File: config.mk
export PLATFORM = sky130hd
export DESIGN_NAME = coefficient_index_to_block_coords_core
export DESIGN_NICKNAME = d
export VERILOG_FILES = /design/src/sv/cibc_pkg.sv /design/src/sv/coefficient_index_to_block_coords_core.sv /design/src/sv/cibc_cfg.sv /design/src/sv/cibc_seek.sv /design/src/sv/cibc_div.sv
export SDC_FILE = /design/constraint.sdc
export NUM_CORES = 2
export LEC_CHECK = 0
export CORE_UTILIZATION = 45
export DETAILED_ROUTE_END_ITERATION = 8
export DONT_BUFFER_PORTS = 1
export GPL_ROUTABILITY_DRIVEN = 0
export GPL_TIMING_DRIVEN = 0
export SYNTH_ARGS = -nofsm -noshare
export SYNTH_HDL_FRONTEND = slang
export SYNTH_SLANG_ARGS = --single-unit
File: constraint.sdc
create_clock -name clk -period 9.8 [get_ports clk]
set_input_delay 0.49 -clock clk [delete_from_list [all_inputs] [get_ports clk]]
set_output_delay 0.49 -clock clk [all_outputs]
set_load 0.005 [all_outputs]
File: src/sv/cibc_pkg.sv
package cibc_pkg;

  // Image geometry
  localparam int MAX_COMPONENTS = 3;
  localparam int BLOCK_COEFFS   = 64;
  localparam int POS_W          = $clog2(BLOCK_COEFFS);
  localparam int COMP_W         = 2;
  localparam int ROW_W          = 13;
  localparam int WID_W          = 14;
  localparam int COEF_W         = 33;
  localparam int IDX_W          = 34;
  localparam int TOT_W          = 34;
  localparam int BLK_W          = COEF_W - POS_W;
  localparam int MAX_WIDTH      = 1 << ROW_W;
  localparam int STAT_W         = 2;

  // Stream payload widths, rounded up to whole bytes
  localparam int IN_TDATA_W  = ((IDX_W + 7) / 8) * 8;
  localparam int OUT_BITS    = COMP_W + 2 * ROW_W + POS_W;
  localparam int OUT_TDATA_W = ((OUT_BITS + 7) / 8) * 8;

  // Register port
  localparam int REG_COUNT_N = 8;
  localparam int REG_SHIFT   = 3;
  localparam int APB_DW      = 64;
  localparam int APB_AW      = $clog2(REG_COUNT_N) + REG_SHIFT;

  // Reset values
  localparam logic [COMP_W-1:0] RST_COUNT  = COMP_W'(3);
  localparam logic [WID_W-1:0]  RST_WIDTH  = WID_W'(1);
  localparam logic [COEF_W-1:0] RST_COEFFS = COEF_W'(64);
  localparam logic [TOT_W-1:0]  RST_TOTAL  = TOT_W'(192);

  typedef enum logic [STAT_W-1:0] {
    STATUS_OK    = 2'd0,
    STATUS_RANGE = 2'd1,
    STATUS_SIZE  = 2'd2
  } status_t;

  typedef enum logic [APB_AW-REG_SHIFT-1:0] {
    REG_COUNT    = 3'd0,
    REG_WIDTH_0  = 3'd1,
    REG_WIDTH_1  = 3'd2,
    REG_WIDTH_2  = 3'd3,
    REG_COEFFS_0 = 3'd4,
    REG_COEFFS_1 = 3'd5,
    REG_COEFFS_2 = 3'd6,
    REG_TOTAL    = 3'd7
  } reg_idx_t;

  typedef struct packed {
    logic [COMP_W-1:0]                      count;
    logic [MAX_COMPONENTS-1:0][WID_W-1:0]   width;
    logic [MAX_COMPONENTS-1:0][COEF_W-1:0]  coeffs;
    logic [TOT_W-1:0]                       total;
  } cfg_t;

  // Item while the owning component is searched for
  typedef struct packed {
    status_t            status;
    logic               found;
    logic [COMP_W-1:0]  comp;
    logic [IDX_W-1:0]   rest;
  } seek_t;

  // Item while the block number is divided by the width
  typedef struct packed {
    status_t            status;
    logic [COMP_W-1:0]  comp;
    logic [POS_W-1:0]   pos;
    logic [BLK_W-1:0]   rem;
    logic [ROW_W-1:0]   quo;
    logic [BLK_W-1:0]   dvs;
  } div_t;

  function automatic logic [COEF_W-1:0] coeffs_of(cfg_t cfg, logic [COMP_W-1:0] comp);
    logic [COEF_W-1:0] val;
    val = '0;
    if (comp < COMP_W'(MAX_COMPONENTS)) begin
      val = cfg.coeffs[comp];
    end
    return val;
  endfunction

  function automatic logic [WID_W-1:0] width_of(cfg_t cfg, logic [COMP_W-1:0] comp);
    logic [WID_W-1:0] val;
    val = '0;
    if (comp < COMP_W'(MAX_COMPONENTS)) begin
      val = cfg.width[comp];
    end
    return val;
  endfunction

endpackage

File: src/sv/coefficient_index_to_block_coords_core.sv
// Channel  Dir  Transfer when              Payload
// s_*      in   s_tvalid & s_tready        flat_index
// m_*      out  m_tvalid & m_tready        component, block_row, block_col, coeff_pos; status
// APB      in   psel & penable & pwrite    eight registers at byte address 8*i, 64-bit data
//
// One flat index enters per cycle while s_tready is high; its result passes the entry
// register, three component-search stages, a select stage, 13 quotient stages and the
// output register. The 13-stage restoring divider computes block number / width.
// rst is synchronous and active high; it empties every stage and loads the register
// reset values. Each stage holds only while it is full and the stage after it is
// blocked, so a stall on m_* fills bubbles first and s_tready drops only once the
// whole pipe is full.
module coefficient_index_to_block_coords_core import cibc_pkg::*; (
  input  logic                   clk,
  input  logic                   rst,
  // flat_index [33:0], zero pad above
  input  logic [IN_TDATA_W-1:0]  s_tdata,
  input  logic                   s_tvalid,
  output logic                   s_tready,
  // component [1:0], block_row [14:2], block_col [27:15], coeff_pos [33:28], zero pad above
  output logic [OUT_TDATA_W-1:0] m_tdata,
  // status [1:0]
  output logic [STAT_W-1:0]      m_tuser,
  output logic                   m_tvalid,
  input  logic                   m_tready,
  input  logic                   psel,
  input  logic                   penable,
  input  logic                   pwrite,
  input  logic [APB_AW-1:0]      paddr,
  input  logic [APB_DW-1:0]      pwdata,
  output logic [APB_DW-1:0]      prdata,
  output logic                   pready
);

  cfg_t cfg;

  cibc_cfg u_cfg (
    .clk     (clk),
    .rst     (rst),
    .psel    (psel),
    .penable (penable),
    .pwrite  (pwrite),
    .paddr   (paddr),
    .pwdata  (pwdata),
    .prdata  (prdata),
    .pready  (pready),
    .cfg     (cfg)
  );

  // Stage index 0 is the entry register; 1..MAX_COMPONENTS are search stages.
  // Each load array carries one extra slot for the stage that follows the chain.
  seek_t seek_item  [MAX_COMPONENTS+1];
  logic  seek_valid [MAX_COMPONENTS+1];
  logic  seek_load  [MAX_COMPONENTS+2];

  // Stage index 0 is the select register; 1..ROW_W are quotient stages.
  div_t  div_item   [ROW_W+1];
  logic  div_valid  [ROW_W+1];
  logic  div_load   [ROW_W+2];

  logic  out_load;
  seek_t entry_next;
  div_t  sel_next;

  // ---------------------------------------------------------------- entry
  // Flag an index at or above the total before the search starts.
  assign seek_load[0] = !seek_valid[0] || seek_load[1];
  assign s_tready     = seek_load[0];

  always_comb begin
    entry_next.rest   = s_tdata[IDX_W-1:0];
    entry_next.found  = 1'b0;
    entry_next.comp   = '0;
    entry_next.status = (s_tdata[IDX_W-1:0] >= cfg.total) ? STATUS_RANGE : STATUS_OK;
  end

  always_ff @(posedge clk) begin
    if (rst) begin
      seek_valid[0] <= 1'b0;
    end else if (seek_load[0]) begin
      seek_valid[0] <= s_tvalid;
    end
  end

  always_ff @(posedge clk) begin
    if (seek_load[0]) begin
      seek_item[0] <= entry_next;
    end
  end

  // ------------------------------------------------------ component search
  // One component per stage: claim it or subtract its count.
  assign seek_load[MAX_COMPONENTS+1] = div_load[0];

  for (genvar k = 1; k <= MAX_COMPONENTS; k++) begin : g_seek
    cibc_seek u_seek (
      .clk       (clk),
      .rst       (rst),
      .cfg       (cfg),
      .in_valid  (seek_valid[k-1]),
      .in_ready  (seek_load[k]),
      .in_item   (seek_item[k-1]),
      .out_valid (seek_valid[k]),
      .out_ready (seek_load[k+1]),
      .out_item  (seek_item[k])
    );
  end

  // ---------------------------------------------------------------- select
  // Split off the position, check the width and the row bound, and set up
  // the divisor as width shifted to the top quotient bit.
  logic [WID_W-1:0] sel_width;
  logic [BLK_W-1:0] sel_block;

  assign div_load[0] = !div_valid[0] || div_load[1];
  assign sel_width   = width_of(cfg, seek_item[MAX_COMPONENTS].comp);
  assign sel_block   = seek_item[MAX_COMPONENTS].rest[COEF_W-1:POS_W];

  always_comb begin
    sel_next.status = seek_item[MAX_COMPONENTS].status;
    sel_next.comp   = seek_item[MAX_COMPONENTS].comp;
    sel_next.pos    = seek_item[MAX_COMPONENTS].rest[POS_W-1:0];
    sel_next.rem    = sel_block;
    sel_next.quo    = '0;
    sel_next.dvs    = BLK_W'(sel_width) << (ROW_W - 1);
    if (seek_item[MAX_COMPONENTS].status == STATUS_OK) begin
      // past every component in use, bad width, or row beyond the limit
      if (!seek_item[MAX_COMPONENTS].found || sel_width == '0 ||
          sel_width > WID_W'(MAX_WIDTH) ||
          sel_block >= (BLK_W'(sel_width) << ROW_W)) begin
        sel_next.status = STATUS_SIZE;
      end
    end
  end

  always_ff @(posedge clk) begin
    if (rst) begin
      div_valid[0] <= 1'b0;
    end else if (div_load[0]) begin
      div_valid[0] <= seek_valid[MAX_COMPONENTS];
    end
  end

  always_ff @(posedge clk) begin
    if (div_load[0]) begin
      div_item[0] <= sel_next;
    end
  end

  // ------------------------------------------------------------- divider
  // One quotient bit per stage, most significant first; the remainder left
  // after the last stage is the block column.
  assign div_load[ROW_W+1] = out_load;

  for (genvar j = 1; j <= ROW_W; j++) begin : g_div
    cibc_div u_div (
      .clk       (clk),
      .rst       (rst),
      .in_valid  (div_valid[j-1]),
      .in_ready  (div_load[j]),
      .in_item   (div_item[j-1]),
      .out_valid (div_valid[j]),
      .out_ready (div_load[j+1]),
      .out_item  (div_item[j])
    );
  end

  // -------------------------------------------------------------- output
  // Zero the coordinates of an error result.
  logic [COMP_W-1:0] out_comp;
  logic [ROW_W-1:0]  out_row;
  logic [ROW_W-1:0]  out_col;
  logic [POS_W-1:0]  out_pos;
  status_t           out_status;
  logic              fin_ok;

  assign out_load = !m_tvalid || m_tready;
  assign fin_ok   = div_item[ROW_W].status == STATUS_OK;

  always_ff @(posedge clk) begin
    if (rst) begin
      m_tvalid <= 1'b0;
    end else if (out_load) begin
      m_tvalid <= div_valid[ROW_W];
    end
  end

  always_ff @(posedge clk) begin
    if (out_load) begin
      out_status <= div_item[ROW_W].status;
      out_comp   <= fin_ok ? div_item[ROW_W].comp : '0;
      out_row    <= fin_ok ? div_item[ROW_W].quo : '0;
      out_col    <= fin_ok ? div_item[ROW_W].rem[ROW_W-1:0] : '0;
      out_pos    <= fin_ok ? div_item[ROW_W].pos : '0;
    end
  end

  assign m_tdata = {(OUT_TDATA_W - OUT_BITS)'(0), out_pos, out_col, out_row, out_comp};
  assign m_tuser = out_status;

endmodule

File: src/sv/cibc_cfg.sv
module cibc_cfg import cibc_pkg::*; (
  input  logic              clk,
  input  logic              rst,
  input  logic              psel,
  input  logic              penable,
  input  logic              pwrite,
  input  logic [APB_AW-1:0] paddr,
  input  logic [APB_DW-1:0] pwdata,
  output logic [APB_DW-1:0] prdata,
  output logic              pready,
  output cfg_t              cfg
);

  logic     wr;
  reg_idx_t idx;

  assign pready = 1'b1;
  assign wr     = psel & penable & pwrite;
  assign idx    = reg_idx_t'(paddr[APB_AW-1:REG_SHIFT]);

  always_ff @(posedge clk) begin
    if (rst) begin
      cfg.count  <= RST_COUNT;
      cfg.width  <= {MAX_COMPONENTS{RST_WIDTH}};
      cfg.coeffs <= {MAX_COMPONENTS{RST_COEFFS}};
      cfg.total  <= RST_TOTAL;
    end else if (wr) begin
      unique case (idx)
        REG_COUNT:    cfg.count     <= pwdata[COMP_W-1:0];
        REG_WIDTH_0:  cfg.width[0]  <= pwdata[WID_W-1:0];
        REG_WIDTH_1:  cfg.width[1]  <= pwdata[WID_W-1:0];
        REG_WIDTH_2:  cfg.width[2]  <= pwdata[WID_W-1:0];
        REG_COEFFS_0: cfg.coeffs[0] <= pwdata[COEF_W-1:0];
        REG_COEFFS_1: cfg.coeffs[1] <= pwdata[COEF_W-1:0];
        REG_COEFFS_2: cfg.coeffs[2] <= pwdata[COEF_W-1:0];
        REG_TOTAL:    cfg.total     <= pwdata[TOT_W-1:0];
      endcase
    end
  end

  always_comb begin
    unique case (idx)
      REG_COUNT:    prdata = APB_DW'(cfg.count);
      REG_WIDTH_0:  prdata = APB_DW'(cfg.width[0]);
      REG_WIDTH_1:  prdata = APB_DW'(cfg.width[1]);
      REG_WIDTH_2:  prdata = APB_DW'(cfg.width[2]);
      REG_COEFFS_0: prdata = APB_DW'(cfg.coeffs[0]);
      REG_COEFFS_1: prdata = APB_DW'(cfg.coeffs[1]);
      REG_COEFFS_2: prdata = APB_DW'(cfg.coeffs[2]);
      REG_TOTAL:    prdata = APB_DW'(cfg.total);
    endcase
  end

endmodule

File: src/sv/cibc_seek.sv
module cibc_seek import cibc_pkg::*; (
  input  logic  clk,
  input  logic  rst,
  input  cfg_t  cfg,
  input  logic  in_valid,
  output logic  in_ready,
  input  seek_t in_item,
  output logic  out_valid,
  input  logic  out_ready,
  output seek_t out_item
);

  seek_t             item_next;
  logic [COEF_W-1:0] coeff;

  assign in_ready = !out_valid || out_ready;
  assign coeff    = coeffs_of(cfg, in_item.comp);

  // Claim the item for this component, or step past it
  always_comb begin
    item_next = in_item;
    if (in_item.status == STATUS_OK && !in_item.found) begin
      if ((in_item.comp < cfg.count) && (in_item.rest < IDX_W'(coeff))) begin
        item_next.found = 1'b1;
      end else begin
        item_next.rest = in_item.rest - IDX_W'(coeff);
        item_next.comp = in_item.comp + COMP_W'(1);
      end
    end
  end

  always_ff @(posedge clk) begin
    if (rst) begin
      out_valid <= 1'b0;
    end else if (in_ready) begin
      out_valid <= in_valid;
    end
  end

  always_ff @(posedge clk) begin
    if (in_ready) begin
      out_item <= item_next;
    end
  end

endmodule

File: src/sv/cibc_div.sv
module cibc_div import cibc_pkg::*; (
  input  logic clk,
  input  logic rst,
  input  logic in_valid,
  output logic in_ready,
  input  div_t in_item,
  output logic out_valid,
  input  logic out_ready,
  output div_t out_item
);

  div_t item_next;
  logic take;

  assign in_ready = !out_valid || out_ready;
  assign take     = in_item.rem >= in_item.dvs;

  // One restoring quotient bit
  always_comb begin
    item_next     = in_item;
    item_next.rem = take ? in_item.rem - in_item.dvs : in_item.rem;
    item_next.quo = {in_item.quo[ROW_W-2:0], take};
    item_next.dvs = in_item.dvs >> 1;
  end

  always_ff @(posedge clk) begin
    if (rst) begin
      out_valid <= 1'b0;
    end else if (in_ready) begin
      out_valid <= in_valid;
    end
  end

  always_ff @(posedge clk) begin
    if (in_ready) begin
      out_item <= item_next;
    end
  end

endmodule

==> flow_summary_export.csv <==
group,metric,value,unit
status,status,"complete, no violations",
timing,fin_skew,40.2,ps
timing,rsz0062_at_grt,"false",
cts,clockRootBuffer,"clkbuf_16",
die,num_io_pins,226,
cts,clkTransAtPathRegs,60,ps
placed_design,portBuffers,0,
cells_and_area,area_delta_synth_final,13.1,%
run,drv_cap,0,
synth,postSynthCellCount,5298,
drt,drt-wirelength-per-cell,20.1,um
die,rows,132,
cts,htreeDepth,4,
cts,postCtsSetupRepairBufs,0,
synth,synthArstFlopShare,0,
placed_design,dp_cells,7089,
grt,grt-ovfl-total,0,
timing,timing.fmax,155,MHz
synth,ys_seq_area_frac,0.558,
setup_path,critical_path.max_fanout,10,
synth,synth_top_area_frac,0.491,
timing,worstMarginPinSlew,1360,ps
timing,hold_viol,0,
cts,cts_buffers,131,
drt,postRouteAntennaNets,0,
drt,drc_errors,0,
timing,setup_viol,0,
synth,yosys_warnings,0,
die,core_area,129000,um2
synth,synth-edff-count,960,
die,start_util,0.454,
timing,slew_viol_final,0,
setup_path,ff2ff_setup_slack,3350,ps
drt,route.vias.total,39900,
grt,first_global_vias,39200,
cells_and_area,seqCellArea,32800,um2
cells_and_area,fillers,11500,
synth,synth-seq-cells,1156,
setup_path,reg2regPathDepth,20,
setup_path,r2r_start,"g_seek[2].u_seek.out_item[34]$_DFFE_PP_",
hold_path,min_path_type,"input port to flip-flop",
die,dieArea,132000,um2
drt,drt-vias-per-instance,5.39,
die,die_h,363,um
synth,syn-cell-area,58700,um2
power,p_per_area,269,nW/um2
drt,wl,149000,um
cts,cts_tree,"built",
placed_design,dp_slack,3470,ps
hold_path,min-delay-start,"pwdata[1]",
timing,setup-tns-final,0,ps
timing,timing.final.ws_setup,3350,ps
cts,clk_path_buf_depth,3,
grt,grtUsageTotal,0.225,
grt,grt_max_degree,61,
setup_path,cp-end-kind,"flip-flop",
grt,antenna_found_initial,6,
grt,grt_pass1_wl,226000,um
setup_path,cp.arrival,6820,ps
synth,avgSynthCellArea,11.1,um2
power,p_leak,24.9,nW
synth,synth_cell_types,110,
cells_and_area,multiInputGateArea,23600,um2
power,ir_worst_vdd,200,uV
die,fp.dieW,363,um
placed_design,dpl.hpwl,115000,um
cells_and_area,fin_cells,7403,
setup_path,crit_required,10170,ps
timing,post-route-period-util,0.658,
setup_path,path_class,"flip-flop to flip-flop",
drt,drtIter0Drc,2757,
timing,period_needed,6450,ps
cells_and_area,post-route-util,0.513,
timing,max_slew_margin,0.0831,
hold_path,holdPathEnd,"u_cfg.cfg[134]$_SDFFE_PP0P_",
drt,dr.pass1.iters,6,
synth,ys.flop_type,"edfxtp_1",
hold_path,hold_depth,3,
cts,clock_latency,770,ps
synth,yosys.area.top_type,"edfxtp_1",
setup_path,r2r-end,"g_seek[3].u_seek.out_item[20]$_DFFE_PP_",
cells_and_area,drive_above_1_share,0.0760,
cts,cts.sinks,1156,
setup_path,cp-start-kind,"flip-flop",
synth,synthTopCellsByArea,"edfxtp_1 (49%), ha_1 (7.1%), dfxtp_1 (6.7%)",
cells_and_area,final_nets,6013,
## Yosys cell counts (all sizes together), types with 40 or more instances
| library cell | n |
|---|---|
| ha | 331 |
| o31ai | 42 |
| o21ai | 331 |
| nand3 | 58 |
| dfxtp | 196 |
| edfxtp | 960 |
| inv | 406 |
| and2 | 48 |
| xor2 | 116 |
| a21oi | 426 |
| a21o | 131 |
| mux2i | 91 |
| a22oi | 49 |
| nand2 | 738 |
| nor2 | 242 |
| nor3 | 67 |
| nand4 | 46 |
| xnor2 | 133 |
| nand2b | 97 |
| nor2b | 61 |
| nor4 | 40 |
| clkbuf | 125 |
| buf | 80 |
| mux2 | 70 |
## critical path, stage by stage, from the launching register on
cell	delay, ps
edfxtp_1	340
clkbuf_1	630
nor2b_1	210
clkbuf_1	430
clkbuf_1	620
a21oi_1	150
nor2_1	130
ha_1	200
inv_1	60
fa_1	410
a21o_1	210
a221oi_2	330
a21oi_1	150
a21o_1	230
a31oi_1	230
o211ai_2	180
nand4_2	160
a31oi_2	130
o31ai_2	340
clkbuf_1	450
o21ai_0	480
## power by group
group	switching (mW)	internal [mW]	leakage (nW)
clock	2.02	2.88	2.12
sequential	0.770	6.97	11.9
combinational	2.97	2.28	10.9
total	5.76	12.1	24.9
## placed cells by master, fill, tap and decap left out, types with 17 or more instances in the layout
master	count
edfxtp_1	960
nand2_1	730
a21oi_1	421
inv_1	397
ha_1	331
o21ai_0	270
nor2_1	241
dfxtp_1	196
clkbuf_1	151
xnor2_1	133
clkbuf_16	133
a21o_1	131
xor2_1	116
nand2b_1	97
mux2i_1	91
dlygate4sd3_1	68
nor3_1	64
nor2b_1	60
nand3_1	57
o21ai_1	51
a22oi_1	49
and2_1	46
nand4_1	45
buf_4	41
o31ai_1	40
nor4_1	37
conb_1	37
mux2_2	35
o21a_1	35
and3_1	32
mux2_4	27
or3_1	25
o21bai_1	25
clkinv_1	24
a31oi_1	21
buf_2	19
clkinv_2	19
a211oi_1	17
## cell type report
type	count	share of cell area
Antenna cell	4	0.000151
Buffer	205	0.0158
Clock buffer	165	0.0527
Clock inverter	76	0.0128
Inverter	406	0.0230
Multi-Input combinational cell	3566	0.355
Sequential cell	1156	0.493
Tap cell	1742	0.0328
Timing Repair Buffer	83	0.0147
## state kept, by name (all words and copies together), names as in the netlist
name	cells
div_item	51
div_valid	1
g_div.u_div.out_item	726
g_div.u_div.out_valid	13
g_seek.u_seek.out_item	112
g_seek.u_seek.out_valid	3
m_tuser	2
m_tvalid	1
out_col	13
out_comp	2
out_pos	6
out_row	13
seek_item	35
seek_valid	1
u_cfg.cfg	177
## layer usage
metal  wire (um)  GRT usage  up-vias
li1            -          -    19500
met1       59900      0.266    19000
met2       74000      0.395     1088
met3        8500     0.0439      279
met4        6670      0.101        2
met5          17          0        -
## per-stage QoR
stage / cell area, um2 / hold slack (ps) / total power, mW
2_1_floorplan: 58900 / 400 / 11.5
3_3_place_gp: 61000 / 400 / 12.9
3_5_place_dp: 61300 / 405 / 13.0
4_1_cts: 66400 / 0.223 / 18.0
5_1_grt: 66400 / 28.9 / 18.9
6_report: 66400 / 52.9 / 17.9
## worst max-delay path by stage
stage	startpoint	to	slack (ps)	cells after the start
2_1_floorplan	m_tready	seek_item[117]$_DFFE_PP_	5090	9
3_3_place_gp	m_tready	seek_item[150]$_DFFE_PP_	2880	9
4_1_cts	g_seek[2].u_seek.out_item[34]$_DFFE_PP_	g_seek[3].u_seek.out_item[21]$_DFFE_PP_	3450	20
6_report	g_seek[2].u_seek.out_item[34]$_DFFE_PP_	g_seek[3].u_seek.out_item[20]$_DFFE_PP_	3350	20
5_1_grt	g_seek[2].u_seek.out_item[34]$_DFFE_PP_	g_seek[3].u_seek.out_item[20]$_DFFE_PP_	3170	20
3_5_place_dp	g_seek[2].u_seek.out_item[34]$_DFFE_PP_	g_seek[3].u_seek.out_item[20]$_DFFE_PP_	3470	20
## kinds of logic after synthesis
logic type / share of synthesized area
other: 0.000128
DFF: 0.558
buffers and inverters: 0.0438
and+or+nand+nor: 0.126
adders and majority gates: 0.0760
muxes: 0.0330
AOI/OAI and AO/OA: 0.126
xor gates and xnor gates: 0.0371
## timing repair
action | CTS | global route
resized for setup | 0 | 0
endpoints found under the hold margin | 197 | 0
hold buffers | 68 | 0
No activity file was read; power rests on OpenSTA's default activity.
